==> src/mpfp_pkg.sv <==
`timescale 1ns / 1ps
// ----------------------------------------------------------------------------
// mpfp_pkg
// Shared constants and helpers for the 2x2 matrix power block.
// ----------------------------------------------------------------------------
package mpfp_pkg;

  localparam int unsigned ENTRY_W   = 32;
  localparam int unsigned EXP_W     = 32;
  localparam int unsigned ONES_W    = 6;
  localparam int unsigned CFG_IDX_W = 2;
  localparam int unsigned CFG_W     = 32;
  localparam int unsigned BIT_W     = 5;
  localparam int unsigned STEP_W    = 4;

  typedef logic [CFG_IDX_W-1:0] cfg_idx_t;

  localparam cfg_idx_t REG_BASE_00 = 2'd0;
  localparam cfg_idx_t REG_BASE_01 = 2'd1;
  localparam cfg_idx_t REG_BASE_10 = 2'd2;
  localparam cfg_idx_t REG_BASE_11 = 2'd3;

  // last step of one matrix product: eight multiplies plus one drain step
  localparam logic [STEP_W-1:0] STEP_LAST = 4'd8;

  function automatic logic [ONES_W-1:0] ones_count(input logic [ENTRY_W-1:0] v);
    logic [ONES_W-1:0] c;
    c = '0;
    for (int k = 0; k < ENTRY_W; k++) begin
      c = c + ONES_W'(v[k]);
    end
    return c;
  endfunction

endpackage

==> src/matrix_power_fibonacci_popcount_top.sv <==
`timescale 1ns / 1ps
// ----------------------------------------------------------------------------
// matrix_power_fibonacci_popcount_top
// Raises the configured 2x2 base matrix to a 32-bit exponent by MSB-first
// square-and-multiply on one shared multiplier, and counts ones in entry 01.
// Each product runs on the single multiplier: eight multiply steps plus one
// drain step. busy is low in the strobe cycle, so the next word may start there.
// Reset: base matrix returns to {{1,1},{1,0}}; results cannot be stalled.
// ----------------------------------------------------------------------------
module matrix_power_fibonacci_popcount_top import mpfp_pkg::*; #(
  parameter int unsigned WORD_WIDTH = 32
) (
  input  logic                 clk_i,
  input  logic                 rst_ni,
  input  logic                 start,
  output logic                 busy,
  input  logic [EXP_W-1:0]     exponent_i,
  input  logic                 cfg_we_i,
  input  cfg_idx_t             cfg_idx_i,
  input  logic [CFG_W-1:0]     cfg_wdata_i,
  output logic                 valid_o,
  output logic [ENTRY_W-1:0]   entry_00_o,
  output logic [ENTRY_W-1:0]   entry_01_o,
  output logic [ENTRY_W-1:0]   entry_10_o,
  output logic [ENTRY_W-1:0]   entry_11_o,
  output logic [ONES_W-1:0]    ones_in_entry_01_o
);

  localparam logic [1:0] ST_IDLE = 2'd0;
  localparam logic [1:0] ST_SQR  = 2'd1;
  localparam logic [1:0] ST_MUL  = 2'd2;
  localparam logic [1:0] ST_DONE = 2'd3;

  typedef logic [WORD_WIDTH-1:0] word_t;

  logic [1:0]        state_q, state_d;
  logic [STEP_W-1:0] step_q, step_d;
  logic [BIT_W-1:0]  bit_q, bit_d;
  logic [EXP_W-1:0]  exp_q, exp_d;
  word_t             base_q [4];
  word_t             acc_q  [4];
  word_t             acc_d  [4];
  word_t             part_q [3];
  word_t             part_d [3];
  word_t             ymat   [4];
  word_t             sum_q, sum_d;
  word_t             prod_q, prod_d;
  word_t             mul_a, mul_b;
  word_t             add_res;
  logic              valid_q;
  logic [ENTRY_W-1:0] e00_q, e01_q, e10_q, e11_q;
  logic [ONES_W-1:0]  ones_q;

  // base registers
  always_ff @(posedge clk_i or negedge rst_ni) begin
    if (!rst_ni) begin
      base_q[0] <= WORD_WIDTH'(1);
      base_q[1] <= WORD_WIDTH'(1);
      base_q[2] <= WORD_WIDTH'(1);
      base_q[3] <= '0;
    end else if (cfg_we_i) begin
      unique case (cfg_idx_i)
        REG_BASE_00: base_q[0] <= WORD_WIDTH'(cfg_wdata_i);
        REG_BASE_01: base_q[1] <= WORD_WIDTH'(cfg_wdata_i);
        REG_BASE_10: base_q[2] <= WORD_WIDTH'(cfg_wdata_i);
        REG_BASE_11: base_q[3] <= WORD_WIDTH'(cfg_wdata_i);
        default: ;
      endcase
    end
  end

  always_comb begin
    for (int k = 0; k < 4; k++) begin
      ymat[k] = (state_q == ST_SQR) ? acc_q[k] : base_q[k];
    end
  end

  // operand select: step s gives entry s>>1, inner index s[0]
  always_comb begin
    unique case (step_q)
      4'd0:    begin mul_a = acc_q[0]; mul_b = ymat[0]; end
      4'd1:    begin mul_a = acc_q[1]; mul_b = ymat[2]; end
      4'd2:    begin mul_a = acc_q[0]; mul_b = ymat[1]; end
      4'd3:    begin mul_a = acc_q[1]; mul_b = ymat[3]; end
      4'd4:    begin mul_a = acc_q[2]; mul_b = ymat[0]; end
      4'd5:    begin mul_a = acc_q[3]; mul_b = ymat[2]; end
      4'd6:    begin mul_a = acc_q[2]; mul_b = ymat[1]; end
      4'd7:    begin mul_a = acc_q[3]; mul_b = ymat[3]; end
      default: begin mul_a = '0;       mul_b = '0;       end
    endcase
  end

  assign prod_d  = WORD_WIDTH'(mul_a * mul_b);
  assign add_res = sum_q + prod_q;

  always_comb begin
    state_d = state_q;
    step_d  = step_q;
    bit_d   = bit_q;
    exp_d   = exp_q;
    sum_d   = sum_q;
    part_d  = part_q;
    acc_d   = acc_q;

    unique case (step_q)
      4'd1, 4'd3, 4'd5, 4'd7: sum_d = prod_q;
      4'd2:                   part_d[0] = add_res;
      4'd4:                   part_d[1] = add_res;
      4'd6:                   part_d[2] = add_res;
      default: ;
    endcase

    unique case (state_q)
      ST_IDLE: begin
        if (start) begin
          state_d  = ST_SQR;
          step_d   = '0;
          bit_d    = BIT_W'(EXP_W - 1);
          exp_d    = exponent_i;
          acc_d[0] = WORD_WIDTH'(1);
          acc_d[1] = '0;
          acc_d[2] = '0;
          acc_d[3] = WORD_WIDTH'(1);
        end
      end
      ST_SQR, ST_MUL: begin
        if (step_q == STEP_LAST) begin
          acc_d[0] = part_q[0];
          acc_d[1] = part_q[1];
          acc_d[2] = part_q[2];
          acc_d[3] = add_res;
          step_d   = '0;
          if (state_q == ST_SQR && exp_q[bit_q]) begin
            state_d = ST_MUL;
          end else if (bit_q == '0) begin
            state_d = ST_DONE;
          end else begin
            state_d = ST_SQR;
            bit_d   = bit_q - 1'b1;
          end
        end else begin
          step_d = step_q + 1'b1;
        end
      end
      ST_DONE: state_d = ST_IDLE;
      default: state_d = ST_IDLE;
    endcase
  end

  always_ff @(posedge clk_i or negedge rst_ni) begin
    if (!rst_ni) begin
      state_q <= ST_IDLE;
      step_q  <= '0;
      bit_q   <= '0;
      valid_q <= 1'b0;
    end else begin
      state_q <= state_d;
      step_q  <= step_d;
      bit_q   <= bit_d;
      valid_q <= (state_q == ST_DONE);
    end
  end

  always_ff @(posedge clk_i) begin
    exp_q  <= exp_d;
    sum_q  <= sum_d;
    prod_q <= prod_d;
    part_q <= part_d;
    acc_q  <= acc_d;
    if (state_q == ST_DONE) begin
      e00_q  <= ENTRY_W'(acc_q[0]);
      e01_q  <= ENTRY_W'(acc_q[1]);
      e10_q  <= ENTRY_W'(acc_q[2]);
      e11_q  <= ENTRY_W'(acc_q[3]);
      ones_q <= ones_count(ENTRY_W'(acc_q[1]));
    end
  end

  assign busy               = (state_q != ST_IDLE);
  assign valid_o            = valid_q;
  assign entry_00_o         = e00_q;
  assign entry_01_o         = e01_q;
  assign entry_10_o         = e10_q;
  assign entry_11_o         = e11_q;
  assign ones_in_entry_01_o = ones_q;

endmodule

==> config.mk <==
export PLATFORM = sky130hd
export DESIGN_NAME = matrix_power_fibonacci_popcount_top
export DESIGN_NICKNAME = d
export VERILOG_FILES = /design/src/mpfp_pkg.sv /design/src/matrix_power_fibonacci_popcount_top.sv
export SDC_FILE = /design/constraint.sdc
export NUM_CORES = 2
export LEC_CHECK = 0
export ABC_AREA = 1
export BUFFER_PORTS_ARGS = -buffer_cell sky130_fd_sc_hd__buf_2
export CAP_MARGIN = 25
export CORE_MARGIN = 10
export CORE_UTILIZATION = 60
export DETAILED_ROUTE_END_ITERATION = 12
export PLACE_DENSITY_LB_ADDON = 0.1
export SYNTH_ARGS = -nofsm -noshare
export SYNTH_HDL_FRONTEND = slang
export SYNTH_SLANG_ARGS = --single-unit
==> constraint.sdc <==
create_clock -name clk_i -period 21.6 [get_ports clk_i]
set_input_delay 2.16 -clock clk_i [delete_from_list [all_inputs] [get_ports clk_i]]
set_output_delay 2.16 -clock clk_i [all_outputs]
set_load 0.01 [all_outputs]
Word level (Yosys, flattened, before mapping)
Index checks and enable logic that the tools add are counted.
{"block": "totals", "register_bits": 594, "out_inout_bits": 136, "wordCells": 127, "in_bits": 70}
{"block": "op_classes", "n_addsub": 34, "mul": 1, "n_reduce_logical": 26, "eq_ne": 18, "muxes": 24, "order_cmp": 1}
{"cell": "two-way mux 128 bit", "count": 2}
{"cell": "case mux 128 bit (2 select lines)", "count": 1}
{"cell": "case mux 32 bit (4 select lines)", "count": 2}
{"cell": "adder 6 x 1 -> 6 bit", "count": 26}
{"cell": "two-way mux 32 bit", "count": 4}
{"cell": "adder 32 bit", "count": 1}
{"cell": "multiplier 32 x 32 -> 32 bit", "count": 1}
{"cell": "two-way mux 5 bit", "count": 4}
{"cell": "OR reduction 2 bit", "count": 9}
{"cell": "== test 4 x 3 -> 1 bit, second input constant", "count": 4}
{"cell": "AND reduction 2 bit", "count": 7}
{"cell": "case mux 5 bit (2 select lines)", "count": 1}
{"cell": "== test 2 bit, second input constant", "count": 4}
{"cell": "== test 4 x 2 -> 1 bit, second input constant", "count": 2}
{"cell": "two-way mux 2 bit", "count": 4}
{"cell": "two-way mux 4 bit", "count": 2}
{"cell": "inequality test 2 bit, second input constant", "count": 4}
{"cell": "case mux 4 bit (2 select lines)", "count": 1}
{"cell": "adder 5 x 1 -> 6 bit", "count": 1}
{"cell": "< comparator 5 x 6 -> 1 bit, second input constant", "count": 1}
{"cell": "case mux 2 bit (3 select lines)", "count": 1}
{"cell": "adder 4 x 1 -> 5 bit", "count": 1}
{"cell": "binary-select mux 1 bit (select 5 bit)", "count": 1}
{"cell": "zero test 5 bit", "count": 1}
{"cell": "16 further kinds", "count": 19}

Longest topological paths before layout
{"block": "logic_depth", "depth_word": 31, "depth_mapped": 41, "depth_no_buf": 37}

Worst setup path after synthesis
No wires, ideal clock.
{"block": "synth_path", "path_kind": "register to register", "start": "reg state_q[0]", "end": "reg prod_q[29]", "arrival_time_ns": 7.657, "stages_incl_launch_ff": 34, "required_time_ns": 21.475, "n_path_buf": 6, "setup_time_ns": 0.125, "slack_ns": 13.818, "period_less_slack_ns": 7.782, "path_cell_list": "dfrtp_1 -> ha_1 -> buf_2 -> buf_4 -> buf_2 -> buf_2 -> o21ai_0 -> nand2_1 -> nand4_1 -> clkbuf_1 -> inv_1 -> clkbuf_1 -> nor2_1 -> fa_1 -> fa_1 -> fa_1 -> inv_1 -> fa_1 -> inv_1 -> fa_1 -> inv_1 -> fa_1 -> inv_1 -> fa_1 -> fa_1 -> ha_1 -> nand2_1 -> nor4_1 -> nand2_1 -> o211ai_1 -> nand3_1 -> nand2_1 -> a31oi_1 -> xor2_1"}
{"block": "synth_between", "elab_chain_len": 4, "elab_cells_between_ends": 7, "cone_classes": "mul: 1; eq/ne: 1; mux: 5"}
{"element": "start: declaration", "line": "matrix_power_fibonacci_popcount_top.sv:36", "rtl": "logic [1:0] state_q, state_d;"}
{"element": "start signal: assignment", "line": "matrix_power_fibonacci_popcount_top.sv:157", "rtl": "state_q <= state_d;"}
{"element": "== test 2 x 1 -> 1 bit *", "line": "matrix_power_fibonacci_popcount_top.sv:74", "rtl": "ymat[k] = (state_q == ST_SQR) ? acc_q[k] : base_q[k];"}
{"element": "two-way mux 32 bit", "line": "matrix_power_fibonacci_popcount_top.sv:74"}
{"element": "case mux 32 bit (4 select lines) *", "line": "matrix_power_fibonacci_popcount_top.sv:80", "rtl": "unique case (step_q)"}
{"element": "multiplier 32 x 32 -> 32 bit *", "line": "matrix_power_fibonacci_popcount_top.sv:93", "rtl": "assign prod_d = WORD_WIDTH'(mul_a * mul_b);"}
{"element": "net prod_d[29]", "line": "matrix_power_fibonacci_popcount_top.sv:47", "rtl": "word_t prod_q, prod_d;"}
{"element": "end signal: assignment", "line": "matrix_power_fibonacci_popcount_top.sv:167", "rtl": "prod_q <= prod_d;"}
{"element": "end: declaration", "line": "matrix_power_fibonacci_popcount_top.sv:47"}
The timed path passes the listed nets; every way through them passes the cells marked *.
A chain may end at the register's enable or synchronous reset.

Final worst setup path
{"block": "layout_path", "start": "reg state_q[1]", "end": "reg prod_q[31]"}
Same word-level chain as after synthesis.

==> results.py <==
metrics = {
    "synth": {
        "synth_area_sq_um": 41830,
        "ys_seq_elements": 594,
        "synth.distinct_cells": 50,
        "syn_nets": 5225,
        "synth_edf_count": 422,
        "synth-async-reset-ratio_pct": 23.57,
        "synth_seq_area_share_pct": 40.21,
        "synth_ff_type": "edfxtp_1",
        "syn_inst": 4552,
        "synth_area_per_cell_sq_um": 9.190,
        "yosys_warnings": 0,
    },
    "routing": {
        "via_per_inst": 5.564,
        "via_count": 31744,
        "drt_iter0_markers": 3745,
        "remaining_drc_errors": 0,
        "postRouteAntennaNets": 0,
        "first_pass_iters": 8,
        "routed_wl_microns": 129400,
        "wl_per_cell_microns": 22.68,
    },
    "sta": {
        "grt_setup_unrepaired": "no",
        "hold_viol": 0,
        "slew_headroom_pct": 32.09,
        "min_period_over_period_pct": 44.96,
        "tightestPinTransition_ns": 1.015,
        "fin_crit_ns": 9.712,
        "setup_viol": 0,
        "drv_slew": 0,
        "worst_clock_skew_ns": 0.07077,
        "finalSetupTns_ns": 0,
        "fmax_ghz": 0.1030,
    },
    "worst_hold_path": {
        "min_path_type": "reg -> reg",
    },
    "clock_network": {
        "numCtsBuffers": 60,
        "clk_pin_slew_ns": 0.07,
        "htree_levels": 2,
        "cts_sinks": 594,
        "cts_hold_buffers": 0,
        "cts_resized": 0,
        "cts_root_buf": "clkbuf_16",
        "cts_setup_buffers": 0,
        "clk_latency_ns": 0.68,
        "cts_tree": "yes",
        "cts_buffer_depth": 3,
    },
    "layout": {
        "drive_gt1_share_pct": 8.965,
        "nets": 5396,
        "final_common_cell": "nand2_1",
        "layout_common_cells": "1,131 x nand2_1, 960 x inv_1, 433 x fa_1",
        "antenna_cells": 0,
        "areaGrowthSynthToFinish_pct": 9.730,
    },
    "global_routing": {
        "gr-total-overflow": 0,
        "grt_pass1_vias": 31219,
        "grt_start_max_net_pins": 133,
        "antenna_found_initial": 3,
        "track_usage_pct": 32.17,
        "grt_pass1_wl_microns": 195100,
    },
    "critical_path": {
        "cp.arrival_ns": 10.32,
        "crit_slowest_cell": "clkinv_1",
        "cpMostUsedCell": "fa_1",
        "cpPeakStageDelay_ns": 0.71,
        "critPathMaxFanout": 118,
        "criticalPathCategory": "reg -> reg",
        "end_kind": "register",
        "crit_path_start_kind": "register",
        "worstPathRequired_ns": 22.20,
    },
    "die": {
        "die-area_sq_um": 80680,
        "num_rows": 96,
        "ioPinCount": 206,
        "initial_core_util_pct": 60.78,
        "die_w_microns": 284.0,
        "coreArea_sq_um": 68830,
        "die_h_microns": 284.0,
    },
    "placement": {
        "dp_hpwl_microns": 97610,
        "place_congestion": 0.9561,
        "port_buffers": 205,
    },
    "run": {
        "max_cap_violations": 0,
    },
    "outcome": {
        "status": "complete, no violations",
    },
}
layout make-up:
class	instances	area (sq um)
fillers	5629	22920
multi-input cells	2834	20710
flip-flops and latches	594	16820
inverters	974	3659
clock buffers	74	1574
repair buffers	259	1513
well taps	931	1165
clock inverters	39	462.9
routing by layer:
metal	vias up	share of wire [%]	global-route usage, %
met1	15421	40	45.32
met4	2	3.7	10.90
met5	-	0.010	0
met3	278	12	8.501
li1	14225	-	-
met2	1818	44	47.96
path summary, 6_finish.rpt:
kind                                           endpoint                    from  slack (ns)  cells past startpoint
worst max-delay path                 prod_q[31]$_DFF_P_  state_q[1]$_DFFE_PN0P_       11.89                     33
worst min-delay path                sum_q[12]$_DFFE_PP_      prod_q[12]$_DFF_P_        0.44                      0
worst max register to register       prod_q[31]$_DFF_P_  state_q[1]$_DFFE_PN0P_       11.89                     33
worst min register to register      sum_q[12]$_DFFE_PP_      prod_q[12]$_DFF_P_        0.44                      0
max in group asynchronous       base_q[118]$_DFFE_PN0P_                  rst_ni       18.63                      2
min in group asynchronous        base_q[91]$_DFFE_PN0P_                  rst_ni        1.64                      1
metrics by stage:
stage | setup WS, ns | cell area (sq um) | hold slack, ns | instances | utilization, %
2_1_floorplan | 13.82 | 41830 | 0.4123 | 4552 | -
3_3_place_gp | 12.01 | 43750 | 0.4192 | 5587 | 63.57
3_5_place_dp | 11.83 | 43780 | 0.4262 | 5589 | 63.61
4_1_cts | 11.75 | 45820 | 0.4395 | 5702 | 66.57
5_1_grt | 11.29 | 45900 | 0.4524 | 5705 | 66.69
6_report | 11.89 | 45900 | 0.4394 | 5705 | 66.69
critical path: cells and delay by family (launching register included):
| kind | cells | cell delay (ns) |
|---|---|---|
| buf+inv | 9 | 1.88 |
| simple gates | 11 | 2.00 |
| fa+ha+maj | 10 | 4.82 |
| compound gates | 3 | 0.47 |
| flops | 1 | 0.42 |
kinds of logic (layout without fill, tap and decap cells):
family | after synthesis | after routing | share of synthesized area, %
simple gates | 1720 | 1720 | 16.50
buf+inv | 1124 | 1346 | 10.44
xor+xnor | 73 | 73 | 1.528
compound gates | 438 | 438 | 5.521
flops | 594 | 594 | 40.21
fa+ha+maj | 603 | 603 | 25.81
state kept, by name, indices dropped and copies added (netlist names):
register and count:
entry_01_o 32, entry_00_o 32, step_q 4, base_q 128, exp_q 32, entry_10_o 32
sum_q 32, state_q 2, valid_o 1, prod_q 32, acc_q 128, ones_in_entry_01_o 6
bit_q 5, part_q 96, entry_11_o 32
cell usage after synthesis, drive strengths merged (14+ instances only):
library cell / instances / share of area, %
nand3b: 14 / 0.25
edfxtp: 422 / 30
nand3: 75 / 0.92
buf: 62 / 0.91
o21ai: 314 / 3.8
nand4: 36 / 0.66
ha: 170 / 5.1
a21oi: 78 / 0.94
dfrtp: 137 / 8.2
inv: 968 / 8.7
nor2: 429 / 4.0
fa: 433 / 21
nand2: 1153 / 10
xnor2: 32 / 0.67
dfxtp: 32 / 1.5
clkbuf: 88 / 0.79
xor2: 41 / 0.86
Power is not shown: default switching activity piles up to over one toggle a cycle in this logic, so the estimate is an artifact.
